--- src/rtl/ipta_pkg.sv ---
// ----------------------------------------------------------------------------
// IP pool trie allocator package
// Shared widths, register indexes, result codes, sequencer states and the
// pool configuration bundle.
// ----------------------------------------------------------------------------
`default_nettype none

package ipta_pkg;

   localparam int ADDR_W    = 32;
   localparam int STATUS_W  = 3;
   localparam int COUNT_W   = 9;
   localparam int PREFIX_W  = 5;
   localparam int HOST_W    = 6;
   localparam int CSR_IDX_W = 2;

   localparam logic [CSR_IDX_W-1:0] CSR_NETWORK = 2'd0;
   localparam logic [CSR_IDX_W-1:0] CSR_PREFIX  = 2'd1;

   localparam logic [ADDR_W-1:0]   RESET_NETWORK = 32'hC0A8_0000;
   localparam logic [PREFIX_W-1:0] RESET_PREFIX  = 5'd24;

   typedef enum logic [STATUS_W-1:0] {
      STATUS_OK     = 3'd0,
      STATUS_RANGE  = 3'd1,
      STATUS_FULL   = 3'd2,
      STATUS_DOUBLE = 3'd3,
      STATUS_CONFIG = 3'd4
   } status_type;

   typedef enum logic [3:0] {
      ST_CLEAR,
      ST_IDLE,
      ST_RSV,
      ST_ROOT,
      ST_DESC,
      ST_ASC,
      ST_LEAF,
      ST_RELEASE,
      ST_RESP
   } seq_state_type;

   typedef struct packed {
      logic              ok;
      logic [HOST_W-1:0] host_bits;
      logic [ADDR_W-1:0] host_mask;
      logic [ADDR_W-1:0] network;
   } pool_cfg_type;

endpackage

`default_nettype wire

--- src/rtl/ipta_if.sv ---
// ----------------------------------------------------------------------------
// IP pool trie allocator channels
// Request, response and register write channels with valid/ready handshake.
// ----------------------------------------------------------------------------
`default_nettype none

interface ipta_req_if;
   logic                       valid;
   logic                       ready;
   logic                       kind;
   logic [ipta_pkg::ADDR_W-1:0] address;

   modport source (output valid, output kind, output address, input ready);
   modport sink   (input valid, input kind, input address, output ready);
endinterface

interface ipta_rsp_if;
   logic                          valid;
   logic                          ready;
   logic [ipta_pkg::STATUS_W-1:0] status;
   logic [ipta_pkg::ADDR_W-1:0]   granted_address;
   logic [ipta_pkg::COUNT_W-1:0]  free_count;

   modport source (output valid, output status, output granted_address,
                   output free_count, input ready);
   modport sink   (input valid, input status, input granted_address,
                   input free_count, output ready);
endinterface

interface ipta_csr_if;
   logic                           valid;
   logic                           ready;
   logic [ipta_pkg::CSR_IDX_W-1:0] index;
   logic [ipta_pkg::ADDR_W-1:0]    data;

   modport source (output valid, output index, output data, input ready);
   modport sink   (input valid, input index, input data, output ready);
endinterface

`default_nettype wire

--- src/rtl/ipta_node_ram.sv ---
// ----------------------------------------------------------------------------
// IP pool trie allocator node memory
// One full bit per trie node, one write port and one registered read port.
// ----------------------------------------------------------------------------
`default_nettype none

module ipta_node_ram #(
   parameter int AW = 9
) (
   input  wire logic          clock,
   input  wire logic          wr_en,
   input  wire logic [AW-1:0] wr_addr,
   input  wire logic          wr_data,
   input  wire logic [AW-1:0] rd_addr,
   output logic               rd_data_ff
);

   logic mem [2**AW];

   always_ff @(posedge clock) begin
      if (wr_en) begin
         mem[wr_addr] <= wr_data;
      end
   end

   always_ff @(posedge clock) begin
      rd_data_ff <= mem[rd_addr];
   end

endmodule

`default_nettype wire

--- src/rtl/ipta_sequencer.sv ---
// ----------------------------------------------------------------------------
// IP pool trie allocator sequencer
// Walks the trie one level per cycle through the node memory: clear sweep,
// reserved-address walks, allocate descent and ascent, and release.
// ----------------------------------------------------------------------------
`default_nettype none

module ipta_sequencer #(
   parameter int MAX_HOST_BITS = 8
) (
   input  wire logic                          clock,
   input  wire logic                          reset,
   input  wire logic                          rebuild,
   input  wire ipta_pkg::pool_cfg_type        cfg,
   input  wire logic                          req_valid,
   output logic                               req_ready,
   input  wire logic                          req_kind,
   input  wire logic [ipta_pkg::ADDR_W-1:0]   req_address,
   output logic                               rsp_valid,
   input  wire logic                          rsp_ready,
   output logic [ipta_pkg::STATUS_W-1:0]      rsp_status,
   output logic [ipta_pkg::ADDR_W-1:0]        rsp_granted,
   output logic [ipta_pkg::COUNT_W-1:0]       rsp_count,
   output logic                               mem_wr_en,
   output logic [MAX_HOST_BITS:0]             mem_wr_addr,
   output logic                               mem_wr_data,
   output logic [MAX_HOST_BITS:0]             mem_rd_addr,
   input  wire logic                          mem_rd_data
);

   import ipta_pkg::*;

   localparam int M     = MAX_HOST_BITS;
   localparam int NW    = MAX_HOST_BITS + 1;
   localparam int LV_W  = $clog2(MAX_HOST_BITS);
   localparam int CNT_W = MAX_HOST_BITS + 1;

   seq_state_type    state_ff, state_in;
   logic [NW-1:0]    node_ff, node_in;
   logic [NW-1:0]    leaf_ff, leaf_in;
   logic [LV_W-1:0]  bit_ff, bit_in;
   logic             cur_ff, cur_in;
   logic [M-1:0]     req_ff, req_in;
   logic [1:0]       rsv_ff, rsv_in;
   logic             rsv_busy_ff, rsv_busy_in;
   logic [CNT_W-1:0] count_ff, count_in;
   status_type       status_ff, status_in;
   logic [ADDR_W-1:0] granted_ff, granted_in;

   logic [M-1:0]     host_mask;
   logic [LV_W-1:0]  top_bit;
   logic [M-1:0]     rsv_req;
   logic             in_pool;
   logic             reserved;
   logic [NW-1:0]    chosen;
   logic [NW-1:0]    parent;
   logic             parent_val;
   logic [CNT_W+COUNT_W-1:0] count_ext;

   assign host_mask = cfg.host_mask[M-1:0];
   assign top_bit   = LV_W'(cfg.host_bits - HOST_W'(1));
   assign in_pool   = (req_address & ~cfg.host_mask) == cfg.network;
   assign reserved  = (req_address == cfg.network) ||
                      (req_address == cfg.network + ADDR_W'(1)) ||
                      (req_address == (cfg.network | cfg.host_mask));
   assign chosen     = node_ff ^ NW'(mem_rd_data);
   assign parent     = node_ff >> 1;
   assign parent_val = cur_ff & mem_rd_data;

   always_comb begin
      case (rsv_ff)
         2'd0:    rsv_req = '0;
         2'd1:    rsv_req = M'(1);
         default: rsv_req = host_mask;
      endcase
   end

   always_ff @(posedge clock) begin
      if (reset) begin
         state_ff    <= ST_CLEAR;
         node_ff     <= '0;
         rsv_ff      <= '0;
         rsv_busy_ff <= 1'b0;
         count_ff    <= '0;
      end else begin
         state_ff    <= state_in;
         node_ff     <= node_in;
         rsv_ff      <= rsv_in;
         rsv_busy_ff <= rsv_busy_in;
         count_ff    <= count_in;
      end
   end

   always_ff @(posedge clock) begin
      leaf_ff    <= leaf_in;
      bit_ff     <= bit_in;
      cur_ff     <= cur_in;
      req_ff     <= req_in;
      status_ff  <= status_in;
      granted_ff <= granted_in;
   end

   always_comb begin
      state_in    = state_ff;
      node_in     = node_ff;
      leaf_in     = leaf_ff;
      bit_in      = bit_ff;
      cur_in      = cur_ff;
      req_in      = req_ff;
      rsv_in      = rsv_ff;
      rsv_busy_in = rsv_busy_ff;
      count_in    = count_ff;
      status_in   = status_ff;
      granted_in  = granted_ff;
      mem_wr_en   = 1'b0;
      mem_wr_addr = node_ff;
      mem_wr_data = 1'b0;
      mem_rd_addr = node_ff;
      req_ready   = 1'b0;
      rsp_valid   = 1'b0;

      unique case (state_ff)
         ST_CLEAR: begin
            mem_wr_en = 1'b1;
            node_in   = node_ff + NW'(1);
            if (node_ff == '1) begin
               if (cfg.ok) begin
                  count_in    = CNT_W'(1) << cfg.host_bits;
                  rsv_in      = 2'd0;
                  rsv_busy_in = 1'b1;
                  state_in    = ST_RSV;
               end else begin
                  count_in = '0;
                  state_in = ST_IDLE;
               end
            end
         end
         ST_RSV: begin
            req_in      = rsv_req;
            mem_rd_addr = NW'({1'b1, rsv_req[top_bit]});
            node_in     = mem_rd_addr;
            bit_in      = top_bit;
            state_in    = ST_DESC;
         end
         ST_IDLE: begin
            req_ready = 1'b1;
            if (req_valid) begin
               req_in     = req_address[M-1:0];
               granted_in = '0;
               if (!cfg.ok) begin
                  status_in = STATUS_CONFIG;
                  state_in  = ST_RESP;
               end else if (!in_pool || (req_kind && reserved)) begin
                  status_in = STATUS_RANGE;
                  state_in  = ST_RESP;
               end else if (!req_kind) begin
                  mem_rd_addr = NW'(1);
                  state_in    = ST_ROOT;
               end else begin
                  mem_rd_addr = (NW'(1) << cfg.host_bits) |
                                NW'(req_address[M-1:0] & host_mask);
                  node_in     = mem_rd_addr;
                  state_in    = ST_LEAF;
               end
            end
         end
         ST_ROOT: begin
            if (mem_rd_data) begin
               status_in = STATUS_FULL;
               state_in  = ST_RESP;
            end else begin
               mem_rd_addr = NW'({1'b1, req_ff[top_bit]});
               node_in     = mem_rd_addr;
               bit_in      = top_bit;
               state_in    = ST_DESC;
            end
         end
         ST_DESC: begin
            if (bit_ff == '0) begin
               mem_wr_en   = 1'b1;
               mem_wr_addr = chosen;
               mem_wr_data = 1'b1;
               mem_rd_addr = chosen ^ NW'(1);
               node_in     = chosen;
               leaf_in     = chosen;
               cur_in      = 1'b1;
               state_in    = ST_ASC;
            end else begin
               mem_rd_addr = {chosen[NW-2:0], req_ff[bit_ff - LV_W'(1)]};
               node_in     = mem_rd_addr;
               bit_in      = bit_ff - LV_W'(1);
            end
         end
         ST_ASC: begin
            mem_wr_en   = 1'b1;
            mem_wr_addr = parent;
            mem_wr_data = parent_val;
            mem_rd_addr = parent ^ NW'(1);
            node_in     = parent;
            cur_in      = parent_val;
            if (parent == NW'(1)) begin
               if (count_ff != '0) begin
                  count_in = count_ff - CNT_W'(1);
               end
               if (rsv_busy_ff) begin
                  if (rsv_ff == 2'd2) begin
                     rsv_busy_in = 1'b0;
                     state_in    = ST_IDLE;
                  end else begin
                     rsv_in   = rsv_ff + 2'd1;
                     state_in = ST_RSV;
                  end
               end else begin
                  status_in  = STATUS_OK;
                  granted_in = cfg.network | ADDR_W'(leaf_ff[M-1:0] & host_mask);
                  state_in   = ST_RESP;
               end
            end
         end
         ST_LEAF: begin
            if (!mem_rd_data) begin
               status_in = STATUS_DOUBLE;
               state_in  = ST_RESP;
            end else begin
               state_in = ST_RELEASE;
            end
         end
         ST_RELEASE: begin
            mem_wr_en = 1'b1;
            node_in   = parent;
            if (node_ff == NW'(1)) begin
               count_in  = count_ff + CNT_W'(1);
               status_in = STATUS_OK;
               state_in  = ST_RESP;
            end
         end
         ST_RESP: begin
            rsp_valid = 1'b1;
            if (rsp_ready) begin
               state_in = ST_IDLE;
            end
         end
         default: begin
            state_in = ST_CLEAR;
         end
      endcase

      if (rebuild) begin
         state_in    = ST_CLEAR;
         node_in     = '0;
         rsv_busy_in = 1'b0;
      end
   end

   assign count_ext   = (CNT_W+COUNT_W)'(count_ff);
   assign rsp_status  = status_ff;
   assign rsp_granted = granted_ff;
   assign rsp_count   = count_ext[COUNT_W-1:0];

endmodule

`default_nettype wire

--- src/rtl/ip_pool_trie_allocator.sv ---
// ----------------------------------------------------------------------------
// IP pool trie allocator
// Address pool over a binary trie of full bits, with configuration registers.
// ----------------------------------------------------------------------------
// Usage:
// req_if carries one item: kind 0 allocates the requested address (or the
// nearest free one along the trie), kind 1 releases an address. rsp_if
// returns one item per request with status, granted address and free count.
// csr_if writes the network address (index 0) or prefix length (index 1);
// it is always ready, and a write to either one empties and rebuilds the pool.
// With h host bits, an allocate runs a root check, h descent and h ascent
// steps through the single node memory port pair; a release checks the
// leaf, then clears full bits from the leaf to the root; out-of-range and
// config-error items answer without a trie access, pool-full items after
// the root check and double-free items after the leaf check. One item is
// in flight at a time, so the next item is accepted the cycle after the response is taken.
// After reset or a write to either register the node memory is cleared
// node by node, then, if the configuration is valid, three walks reserve the
// network, server and broadcast addresses; req_if is not ready meanwhile.
// While the receiver stalls the response is held and no item is accepted.
// ----------------------------------------------------------------------------
`default_nettype none

module ip_pool_trie_allocator #(
   parameter int MAX_HOST_BITS = 8
) (
   input  wire logic clock,
   input  wire logic reset,
   ipta_req_if.sink   req_if,
   ipta_rsp_if.source rsp_if,
   ipta_csr_if.sink   csr_if
);

   import ipta_pkg::*;

   localparam int NW = MAX_HOST_BITS + 1;

   logic [ADDR_W-1:0]   network_ff;
   logic [PREFIX_W-1:0] prefix_ff;
   logic [HOST_W-1:0]   host_bits;
   logic [ADDR_W-1:0]   host_mask;
   pool_cfg_type        cfg;
   logic                csr_write;
   logic                rebuild;

   logic          mem_wr_en;
   logic [NW-1:0] mem_wr_addr;
   logic          mem_wr_data;
   logic [NW-1:0] mem_rd_addr;
   logic          mem_rd_data;

   assign csr_if.ready = 1'b1;
   assign csr_write    = csr_if.valid && csr_if.ready;
   assign rebuild      = csr_write &&
                         (csr_if.index == CSR_NETWORK || csr_if.index == CSR_PREFIX);

   always_ff @(posedge clock) begin
      if (reset) begin
         network_ff <= RESET_NETWORK;
         prefix_ff  <= RESET_PREFIX;
      end else if (csr_write) begin
         if (csr_if.index == CSR_NETWORK) begin
            network_ff <= csr_if.data;
         end
         if (csr_if.index == CSR_PREFIX) begin
            prefix_ff <= csr_if.data[PREFIX_W-1:0];
         end
      end
   end

   assign host_bits = HOST_W'(32) - HOST_W'(prefix_ff);
   assign host_mask = ~({ADDR_W{1'b1}} << host_bits);

   always_comb begin
      cfg.host_bits = host_bits;
      cfg.host_mask = host_mask;
      cfg.network   = network_ff;
      cfg.ok        = (int'(host_bits) >= 2) && (int'(host_bits) <= MAX_HOST_BITS) &&
                      ((network_ff & host_mask) == '0);
   end

   ipta_sequencer #(
      .MAX_HOST_BITS(MAX_HOST_BITS)
   ) u_seq (
      .clock       (clock),
      .reset       (reset),
      .rebuild     (rebuild),
      .cfg         (cfg),
      .req_valid   (req_if.valid),
      .req_ready   (req_if.ready),
      .req_kind    (req_if.kind),
      .req_address (req_if.address),
      .rsp_valid   (rsp_if.valid),
      .rsp_ready   (rsp_if.ready),
      .rsp_status  (rsp_if.status),
      .rsp_granted (rsp_if.granted_address),
      .rsp_count   (rsp_if.free_count),
      .mem_wr_en   (mem_wr_en),
      .mem_wr_addr (mem_wr_addr),
      .mem_wr_data (mem_wr_data),
      .mem_rd_addr (mem_rd_addr),
      .mem_rd_data (mem_rd_data)
   );

   ipta_node_ram #(
      .AW(NW)
   ) u_ram (
      .clock      (clock),
      .wr_en      (mem_wr_en),
      .wr_addr    (mem_wr_addr),
      .wr_data    (mem_wr_data),
      .rd_addr    (mem_rd_addr),
      .rd_data_ff (mem_rd_data)
   );

endmodule

`default_nettype wire

--- src/flat_wrapper.sv ---
// flat-port wrapper written by rule: the top's interface ports become plain ports
module ip_pool_trie_allocator_flat import ipta_pkg::*;
#(
   parameter int MAX_HOST_BITS = 8
)
  (clock, reset, req_if_valid, req_if_kind, req_if_address, req_if_ready, rsp_if_valid, rsp_if_status, rsp_if_granted_address, rsp_if_free_count, rsp_if_ready, csr_if_valid, csr_if_index, csr_if_data, csr_if_ready);
  ipta_req_if req_if_i ();
  ipta_rsp_if rsp_if_i ();
  ipta_csr_if csr_if_i ();
  input  wire logic clock;
  input  wire logic reset;
  input wire logic [$bits(req_if_i.valid)-1:0] req_if_valid;
  input wire logic [$bits(req_if_i.kind)-1:0] req_if_kind;
  input wire logic [$bits(req_if_i.address)-1:0] req_if_address;
  output wire logic [$bits(req_if_i.ready)-1:0] req_if_ready;
  output wire logic [$bits(rsp_if_i.valid)-1:0] rsp_if_valid;
  output wire logic [$bits(rsp_if_i.status)-1:0] rsp_if_status;
  output wire logic [$bits(rsp_if_i.granted_address)-1:0] rsp_if_granted_address;
  output wire logic [$bits(rsp_if_i.free_count)-1:0] rsp_if_free_count;
  input wire logic [$bits(rsp_if_i.ready)-1:0] rsp_if_ready;
  input wire logic [$bits(csr_if_i.valid)-1:0] csr_if_valid;
  input wire logic [$bits(csr_if_i.index)-1:0] csr_if_index;
  input wire logic [$bits(csr_if_i.data)-1:0] csr_if_data;
  output wire logic [$bits(csr_if_i.ready)-1:0] csr_if_ready;
  assign req_if_i.valid = req_if_valid;
  assign req_if_i.kind = req_if_kind;
  assign req_if_i.address = req_if_address;
  assign req_if_ready = req_if_i.ready;
  assign rsp_if_valid = rsp_if_i.valid;
  assign rsp_if_status = rsp_if_i.status;
  assign rsp_if_granted_address = rsp_if_i.granted_address;
  assign rsp_if_free_count = rsp_if_i.free_count;
  assign rsp_if_i.ready = rsp_if_ready;
  assign csr_if_i.valid = csr_if_valid;
  assign csr_if_i.index = csr_if_index;
  assign csr_if_i.data = csr_if_data;
  assign csr_if_ready = csr_if_i.ready;
  ip_pool_trie_allocator #(.MAX_HOST_BITS(MAX_HOST_BITS)) u_core (.clock(clock), .reset(reset), .req_if(req_if_i), .rsp_if(rsp_if_i), .csr_if(csr_if_i));
endmodule
--- config.mk ---
export PLATFORM = sky130hd
export DESIGN_NAME = ip_pool_trie_allocator_flat
export DESIGN_NICKNAME = d
export VERILOG_FILES = /design/src/rtl/ipta_pkg.sv /design/src/rtl/ipta_if.sv /design/src/rtl/ipta_node_ram.sv /design/src/rtl/ipta_sequencer.sv /design/src/rtl/ip_pool_trie_allocator.sv /design/src/flat_wrapper.sv
export SDC_FILE = /design/constraint.sdc
export NUM_CORES = 1
export LEC_CHECK = 0
export ABC_AREA = 1
export BUFFER_PORTS_ARGS = -buffer_cell sky130_fd_sc_hd__buf_2
export CELL_PAD_IN_SITES_DETAIL_PLACEMENT = 1
export CELL_PAD_IN_SITES_GLOBAL_PLACEMENT = 1
export CORE_MARGIN = 2
export CORE_UTILIZATION = 30
export CTS_CLUSTER_DIAMETER = 30
export DETAILED_ROUTE_END_ITERATION = 10
export PLACE_DENSITY = 0.65
export SLEW_MARGIN = 30
export SYNTH_ARGS = -nofsm -noshare
export SYNTH_HDL_FRONTEND = slang
export SYNTH_HIERARCHICAL = 1
export SYNTH_SLANG_ARGS = --single-unit
--- constraint.sdc ---
create_clock -name clock -period 35.7 [get_ports clock]
set_clock_uncertainty 0.1 [all_clocks]
set_input_delay 5.355 -clock clock [delete_from_list [all_inputs] [get_ports clock]]
set_output_delay 5.355 -clock clock [all_outputs]
set_load 0.01 [all_outputs]
# Word level (Yosys, flattened, before mapping)

Memories as Yosys holds them, arrays and structs flattened. A register that Yosys moved wholly into a read port is not among the register bits.
Cells that the tools add are included.

Register bits: 117
Memory bits (writable): 512
Bits of input ports: 72
Output and inout bits: 47
Word-level logic and storage cells: 199
Memories kept: 1

$add $sub $neg: 8
Magnitude comparators: 4
Eq/ne operators: 37
Shifts and indexed selects: 2
Muxes and demuxes: 82
Bitwise operators: 13
Reductions and logical operators: 39

Memory list:

| memory           | depth | bits a word | rd ports | clocked after memory_dff | wr ports | RTL line            | RTL |
|---|---|---|---|---|---|---|---|
| u_core.u_ram.mem | 512   | 1           | 1        | 1                        | 1        | ipta_node_ram.sv:18 | `logic mem [2**AW];` |

Operator list:

| kind                  | number |
|---|---|
| $mux 9                | 17 |
| $eq 32x32->1          | 4 |
| $mux 32               | 3 |
| $and 32x32->32        | 2 |
| $not 32->32           | 2 |
| $pmux 32 s2           | 1 |
| $pmux 9 s6            | 1 |
| $pmux 9 s5            | 1 |
| $mux 4                | 11 |
| $ne 2x2->1 const B    | 18 |
| $pmux 4 s9            | 1 |
| $mux 3                | 11 |
| $add 32x1->32 const B | 1 |
| $logic_not 32->1      | 1 |
| $or 32x32->32         | 1 |
| $or 32x8->32          | 1 |
| $pmux 8 s2            | 2 |
| $shl 32x6->32 const A | 1 |
| $pmux 9 s3            | 1 |
| $add 9x1->9 const B   | 2 |
| $pmux 9 s2            | 1 |
| $and 8x8->8           | 2 |
| $eq 4x3->1 const B    | 4 |
| $pmux 3 s5            | 1 |
| other kinds (47)      | 95 |

# Longest topological paths before layout

Word-level depth: 12
Depth in mapped cells: 41

# Cells and area by module

The synthesis kept the hierarchy.

Modules (own cells, without submodules):

| module                 | instances | cells each | area an instance (µm²) | seq. area each (µm²) |
|---|---|---|---|---|
| ipta_node_ram          | 1         | 2354       | 23252.3                | 15394.8 |
| ipta_sequencer         | 1         | 1318       | 7832.5                 | 2152.1 |
| ip_pool_trie_allocator | 1         | 316        | 2087.0                 | 740.7 |

# Least setup slack after synthesis

Ideal clock, no wire load.

Path type: register -> register
From: register u_core.u_seq.state_ff[2]
To: memory u_core.u_ram.mem[0], data pin
Arrival: 21.767 ns
Data required time: 31.329 ns
Setup slack: 9.562 ns
Stages on the path, launching flop included: 6
Period minus slack after synthesis: 26.138 ns
Path through: dfxtp_1 > nand2_1 > nor2_2 > inv_1 > clkbuf_1 > o31ai_1

Cells in the longest elaborated chain, start to end: 2
Elaborated cells between the ends (all ways): 3
Classes of those cells: 2 x eq/ne; 1 x mux

RTL lines:

| item                         | RTL line                     | RTL |
|---|---|---|
| from (decl)                  | ipta_sequencer.sv:38         | `seq_state_type state_ff, state_in;` |
| from (signal assigned)       | ipta_sequencer.sv:86         | `state_ff <= state_in;` |
| $eq 4x3->1                   | ipta_sequencer.sv:122        | `unique case (state_ff)` |
| $pmux 1 s2 *                 | ipta_sequencer.sv:122        |  |
| named net u_core.mem_wr_data | ip_pool_trie_allocator.sv:48 | `logic mem_wr_data;` |
| to (decl)                    | ipta_node_ram.sv:18          |  |

The timed path passes the listed nets; every way through them passes the cells marked *.

# Worst setup path in the final report

From: input req_if_address[31]
To: register u_core.u_ram.rd_data_ff (read register of u_core.u_ram.mem)

Cells in the longest elaborated chain, start to end: 9
Elaborated cells between the ends (all ways): 14
Classes of those cells: 4 x eq/ne; 4 x mux; 1 x bitwise; 5 x reduce/logical

RTL lines:

| item                            | RTL line                                   | RTL |
|---|---|---|
| from (decl)                     | flat_wrapper.sv:14                         | `input wire logic [$bits(req_if_i.address)-1:0] req_if_address;` |
| $eq 32x32->1 (on tied branches) | ipta_sequencer.sv:63, ipta_sequencer.sv:64 |  |
| $logic_or 1x1->1                | ipta_sequencer.sv:63                       | `assign reserved = (req_address == cfg.network) \|\|` |
| $logic_or 1x1->1                | ipta_sequencer.sv:64                       | `(req_address == cfg.network + ADDR_W'(1)) \|\|` |
| $logic_and 1x1->1               | ipta_sequencer.sv:153                      | `end else if (!in_pool \|\| (req_kind && reserved)) begin` |
| $logic_or 1x1->1 *              | ipta_sequencer.sv:153                      |  |
| $mux 9 *                        | ipta_sequencer.sv:153                      |  |
| $mux 9 *                        | ipta_sequencer.sv:150                      | `if (!cfg.ok) begin` |
| $mux 9 *                        | ipta_sequencer.sv:147                      | `if (req_valid) begin` |
| $pmux 9 s5 *                    | ipta_sequencer.sv:122                      |  |
| named net u_core.mem_rd_addr[1] | ip_pool_trie_allocator.sv:49               | `logic [NW-1:0] mem_rd_addr;` |
| to (decl)                       | ipta_node_ram.sv:15                        | `output logic rd_data_ff` |

Marked as above.
A chain may end at the register's enable or synchronous reset.

==> impl_metrics.xml <==
<?xml version="1.0" encoding="UTF-8"?>
<metrics>
  <group name="sta">
    <metric name="tightestPinTransition" unit="ns">1.06</metric>
    <metric name="final_critical_path_time_including_i_o_delays_and_setup" unit="ns">10.21</metric>
    <metric name="max_freq" unit="GHz">0.0980</metric>
    <metric name="setup_ws" unit="ns">25.49</metric>
    <metric name="timing.final.hold_violations" unit="">0</metric>
    <metric name="fin_crit_sh" unit="%">28.6</metric>
    <metric name="slew_headroom" unit="%">29.1</metric>
    <metric name="final_setup_fails" unit="">0</metric>
    <metric name="final_max_slew_viol_count" unit="">0</metric>
    <metric name="grt_setup_unrepaired" unit="">no</metric>
    <metric name="setup-tns-final" unit="ns">0</metric>
  </group>
  <group name="yosys">
    <metric name="yosysTopAreaCellShare" unit="%">51.3</metric>
    <metric name="seq_area_frac_synth" unit="%">55.1</metric>
    <metric name="syn_area_per_cell" unit="um^2">8.32</metric>
    <metric name="summed_instance_area_of_the_synthesized_netlist" unit="um^2">33200</metric>
    <metric name="netlist-cell-type-count" unit="">58</metric>
    <metric name="library_cell_occupying_the_most_area_in_the_post_synthesis_netlist" unit="">sky130_fd_sc_hd__edfxtp_1</metric>
    <metric name="syn-instance-count" unit="">3988</metric>
    <metric name="synth_edf_count" unit="">567</metric>
    <metric name="ys_seq_elements" unit="">630</metric>
    <metric name="yosys_most_used_dff" unit="">sky130_fd_sc_hd__edfxtp_1</metric>
    <metric name="postSynth.asyncResetShare" unit="%">0</metric>
    <metric name="mappedNetlistNets" unit="">4084</metric>
    <metric name="number_of_warning_messages_in_the_yosys_log" unit="">6</metric>
    <metric name="ys_top_cells_by_area" unit="">sky130_fd_sc_hd__edfxtp_1 (51%), sky130_fd_sc_hd__nand2_1 (11%), sky130_fd_sc_hd__nor2_1 (9.5%)</metric>
    <metric name="synth_common_cells" unit="">sky130_fd_sc_hd__nand2_1 (991), sky130_fd_sc_hd__nor2_1 (839), sky130_fd_sc_hd__nand3_1 (581)</metric>
    <metric name="post-synth-top-count-cell" unit="">sky130_fd_sc_hd__nand2_1</metric>
  </group>
  <group name="worst_setup_path">
    <metric name="crit_arrival" unit="ns">10.74</metric>
    <metric name="crit_cells" unit="">26</metric>
    <metric name="critical_path_endpoint_category" unit="">flop</metric>
    <metric name="worst_path_dominant_cell_family" unit="">simple AND/OR/NAND/NOR gates</metric>
    <metric name="crit_buf_inv" unit="">5</metric>
    <metric name="worst_path_max_delay_cell" unit="">sky130_fd_sc_hd__buf_4</metric>
    <metric name="slowest_delay" unit="ns">0.78</metric>
    <metric name="setup.worst_path.start_class" unit="">input port</metric>
    <metric name="largest_fanout_on_the_critical_path" unit="">129</metric>
    <metric name="critical_setup_path_class" unit="">in2reg</metric>
    <metric name="worstPathRequired" unit="ns">36.23</metric>
    <metric name="ff2ff_path_depth" unit="">34</metric>
  </group>
  <group name="routing">
    <metric name="drt-initial-drc-count" unit="">1890</metric>
    <metric name="viasPerCell" unit="">5.09</metric>
    <metric name="detailroute.via_count" unit="">29000</metric>
    <metric name="detail_route.first_pass.iterations" unit="">5</metric>
    <metric name="antenna_violating_nets_post_route" unit="">0</metric>
    <metric name="avgRoutedWirePerCell" unit="um">20.5</metric>
    <metric name="route.final.wire_length" unit="um">117000</metric>
    <metric name="route.detailed.drc" unit="">0</metric>
  </group>
  <group name="power_and_ir_drop">
    <metric name="power.clock.fraction" unit="%">59.0</metric>
    <metric name="switching_share" unit="%">25.1</metric>
    <metric name="cellPowerDensity" unit="nW/um^2">60.8</metric>
    <metric name="p_seq_share" unit="%">32.8</metric>
    <metric name="p_switching" unit="W">0.000615</metric>
    <metric name="power.ir.vdd_worst" unit="mV">0.0370</metric>
    <metric name="internal_power" unit="W">0.00184</metric>
    <metric name="static-leakage-power" unit="nW">14.9</metric>
    <metric name="comb_power_share" unit="%">8.2</metric>
  </group>
  <group name="finish">
    <metric name="multi_input_comb_area" unit="um^2">12800</metric>
    <metric name="finish.cell_count_without_fillers" unit="">5701</metric>
    <metric name="seq_area" unit="um^2">18300</metric>
    <metric name="finalNetCount" unit="">4186</metric>
    <metric name="area.growth.synth_to_final" unit="%">21.8</metric>
    <metric name="finish.instance_area" unit="um^2">40400</metric>
    <metric name="filler_cell_count" unit="">12900</metric>
    <metric name="share_of_final_layout_standard_cells_stronger_than_drive_strength_1" unit="%">11.6</metric>
  </group>
  <group name="cts">
    <metric name="cts.repair_timing.setup_buffer_count" unit="">0</metric>
    <metric name="tritoncts" unit="">built</metric>
    <metric name="max-clock-path-buffers" unit="">3</metric>
    <metric name="clock-root-buffer" unit="">sky130_fd_sc_hd__clkbuf_16</metric>
    <metric name="cts.hold.buffers_added" unit="">0</metric>
    <metric name="ctsResizeCount" unit="">0</metric>
    <metric name="h_tree_level_count" unit="">4</metric>
    <metric name="clock_slew_at_the_register_clock_pins_of_the_worst_setup_and_hold_paths" unit="ns">0.04</metric>
    <metric name="cts-buffers-inserted" unit="">160</metric>
    <metric name="clk_latency" unit="ns">0.74</metric>
    <metric name="clock_sink_count" unit="">630</metric>
  </group>
  <group name="floorplan">
    <metric name="chipWidth" unit="um">337</metric>
    <metric name="die_height" unit="um">337</metric>
    <metric name="std_cell_rows" unit="">121</metric>
    <metric name="ios" unit="">119</metric>
    <metric name="core_region_area" unit="um^2">109000</metric>
    <metric name="die_area" unit="um^2">113000</metric>
    <metric name="floorplan.initialDensity" unit="%">30.3</metric>
  </group>
  <group name="global_route">
    <metric name="grt.total_usage" unit="%">20.6</metric>
    <metric name="gr-total-overflow" unit="">0</metric>
    <metric name="antenna_violations_before_repair" unit="">3</metric>
    <metric name="grt_first_pass_wirelength" unit="um">178000</metric>
    <metric name="via_count_of_the_first_global_routing_pass" unit="">29800</metric>
    <metric name="grt_start_max_net_pins" unit="">178</metric>
  </group>
  <group name="flow_run">
    <metric name="drv_cap" unit="">0</metric>
  </group>
  <group name="placement">
    <metric name="port_buffers" unit="">117</metric>
    <metric name="dp_slack" unit="ns">24.82</metric>
    <metric name="placed_cells_incl_taps" unit="">5404</metric>
    <metric name="placed_area" unit="um^2">34900</metric>
    <metric name="routability_congestion" unit="">0.866</metric>
    <metric name="place_hpwl" unit="um">68600</metric>
  </group>
  <group name="hold_path">
    <metric name="min_path_type" unit="">reg2reg</metric>
    <metric name="worst_hold_path.num_cells" unit="">2</metric>
  </group>
  <group name="outcome">
    <metric name="status" unit="">finished, final reports clean</metric>
  </group>
</metrics>
[final cells by class]
type,instances,share of cell area (%)
Antenna cell,1,0.00620
Clock buffer,195,10.4
Clock inverter,101,3.13
Inverter,267,2.52
Multi-Input combinational cell,2866,31.7
Sequential cell,630,45.3
Tap cell,1476,4.57
Timing Repair Buffer,165,2.43
[metal layers]
layer / wire length, um / track usage (%) / up-vias
met5: 23 / 0 / -
met4: 3040 / 6.98 / 4
met3: 6200 / 3.35 / 217
met2: 57900 / 35.8 / 768
met1: 49800 / 25.9 / 14500
li1: - / - / 13500
[path summary, 6_finish.rpt]
check	start	end	slack (ns)
worst max register to register	u_core/prefix_ff[0]	u_core/u_ram/rd_data_ff	27.29
worst min-delay path	u_core/u_seq/rsv_busy_ff	u_core/u_seq/rsv_busy_ff	0.41
worst min register to register	u_core/u_seq/rsv_busy_ff	u_core/u_seq/rsv_busy_ff	0.41
worst max-delay path	req_if_address[31]	u_core/u_ram/rd_data_ff	25.49
[power by group through the flow]
| stage | clock [W] | combinational, W | sequential [W] |
|---|---|---|---|
| 2_1_floorplan | 0 | 0.000139 | 0.000815 |
| 3_3_place_gp | 0 | 0.000196 | 0.000818 |
| 3_5_place_dp | 0 | 0.000199 | 0.000818 |
| 4_1_cts | 0.00147 | 0.000201 | 0.000806 |
| 5_1_grt | 0.00151 | 0.000225 | 0.000806 |
| 6_report | 0.00145 | 0.000201 | 0.000806 |
[logic make-up (layout without fill, tap and decap cells)]
group	after synthesis	after routing	synth area share [%]
other cells	1	2	0.0113
simple gates	2545	2545	32.2
mux	1	1	0.0302
buf+inv	492	728	6.62
fa+ha+maj	24	24	0.928
compound gates	280	280	4.69
flops	630	630	55.1
xor+xnor	15	15	0.396
[state kept, by name, indices dropped and copies added (netlist names), 2 cells and up]
name                      cells
u_core/u_seq/node_ff          9
u_core/u_seq/state_ff         4
u_core/u_seq/req_ff           8
u_core/u_seq/rsv_ff           2
u_core/u_seq/leaf_ff          8
u_core/prefix_ff              5
u_core/u_seq/rsp_count        9
u_core/u_seq/bit_ff           3
u_core/u_seq/rsp_granted     32
u_core/network_ff            32
u_core/u_ram/mem            512
u_core/u_seq/rsp_status       3
[tightest hold or removal path, stage by stage (launching register included)]
cell and delay, ns:
sky130_fd_sc_hd__dfxtp_1 0.33, sky130_fd_sc_hd__nand2_1 0.07, sky130_fd_sc_hd__a21oi_1 0.05
[per-stage QoR]
step / hold WS [ns] / util, % / power [W]
final: 0.406 / 36.9 / 0.00246
after global routing: 0.444 / 36.9 / 0.00254
after CTS: 0.406 / 36.9 / 0.00248
after detailed placement: 0.401 / 31.9 / 0.00102
after global placement: 0.391 / 31.9 / 0.00101
after floorplan: 0.306 / - / 0.000953
[cell usage in the layout (no fill, tap or decap), types with 8 or more instances in the layout]
cell / instances
sky130_fd_sc_hd__dfxtp_1: 63
sky130_fd_sc_hd__clkinv_2: 33
sky130_fd_sc_hd__a211oi_1: 13
sky130_fd_sc_hd__nor2_1: 838
sky130_fd_sc_hd__nor2_2: 9
sky130_fd_sc_hd__a21oi_1: 68
sky130_fd_sc_hd__xor2_1: 8
sky130_fd_sc_hd__o22ai_1: 10
sky130_fd_sc_hd__nand4_1: 37
sky130_fd_sc_hd__nand2_1: 976
sky130_fd_sc_hd__inv_1: 246
sky130_fd_sc_hd__or2_2: 9
sky130_fd_sc_hd__nand3_1: 581
sky130_fd_sc_hd__a31oi_1: 10
sky130_fd_sc_hd__nand2_2: 25
sky130_fd_sc_hd__clkbuf_1: 31
sky130_fd_sc_hd__o21ai_0: 143
sky130_fd_sc_hd__buf_2: 117
sky130_fd_sc_hd__clkinv_1: 30
sky130_fd_sc_hd__edfxtp_1: 567
sky130_fd_sc_hd__bufinv_16: 21
sky130_fd_sc_hd__ha_1: 23
sky130_fd_sc_hd__nor3_1: 37
sky130_fd_sc_hd__buf_4: 43
sky130_fd_sc_hd__clkbuf_16: 162
sky130_fd_sc_hd__inv_2: 11
Note: power is estimated with default switching activity, not from simulation.
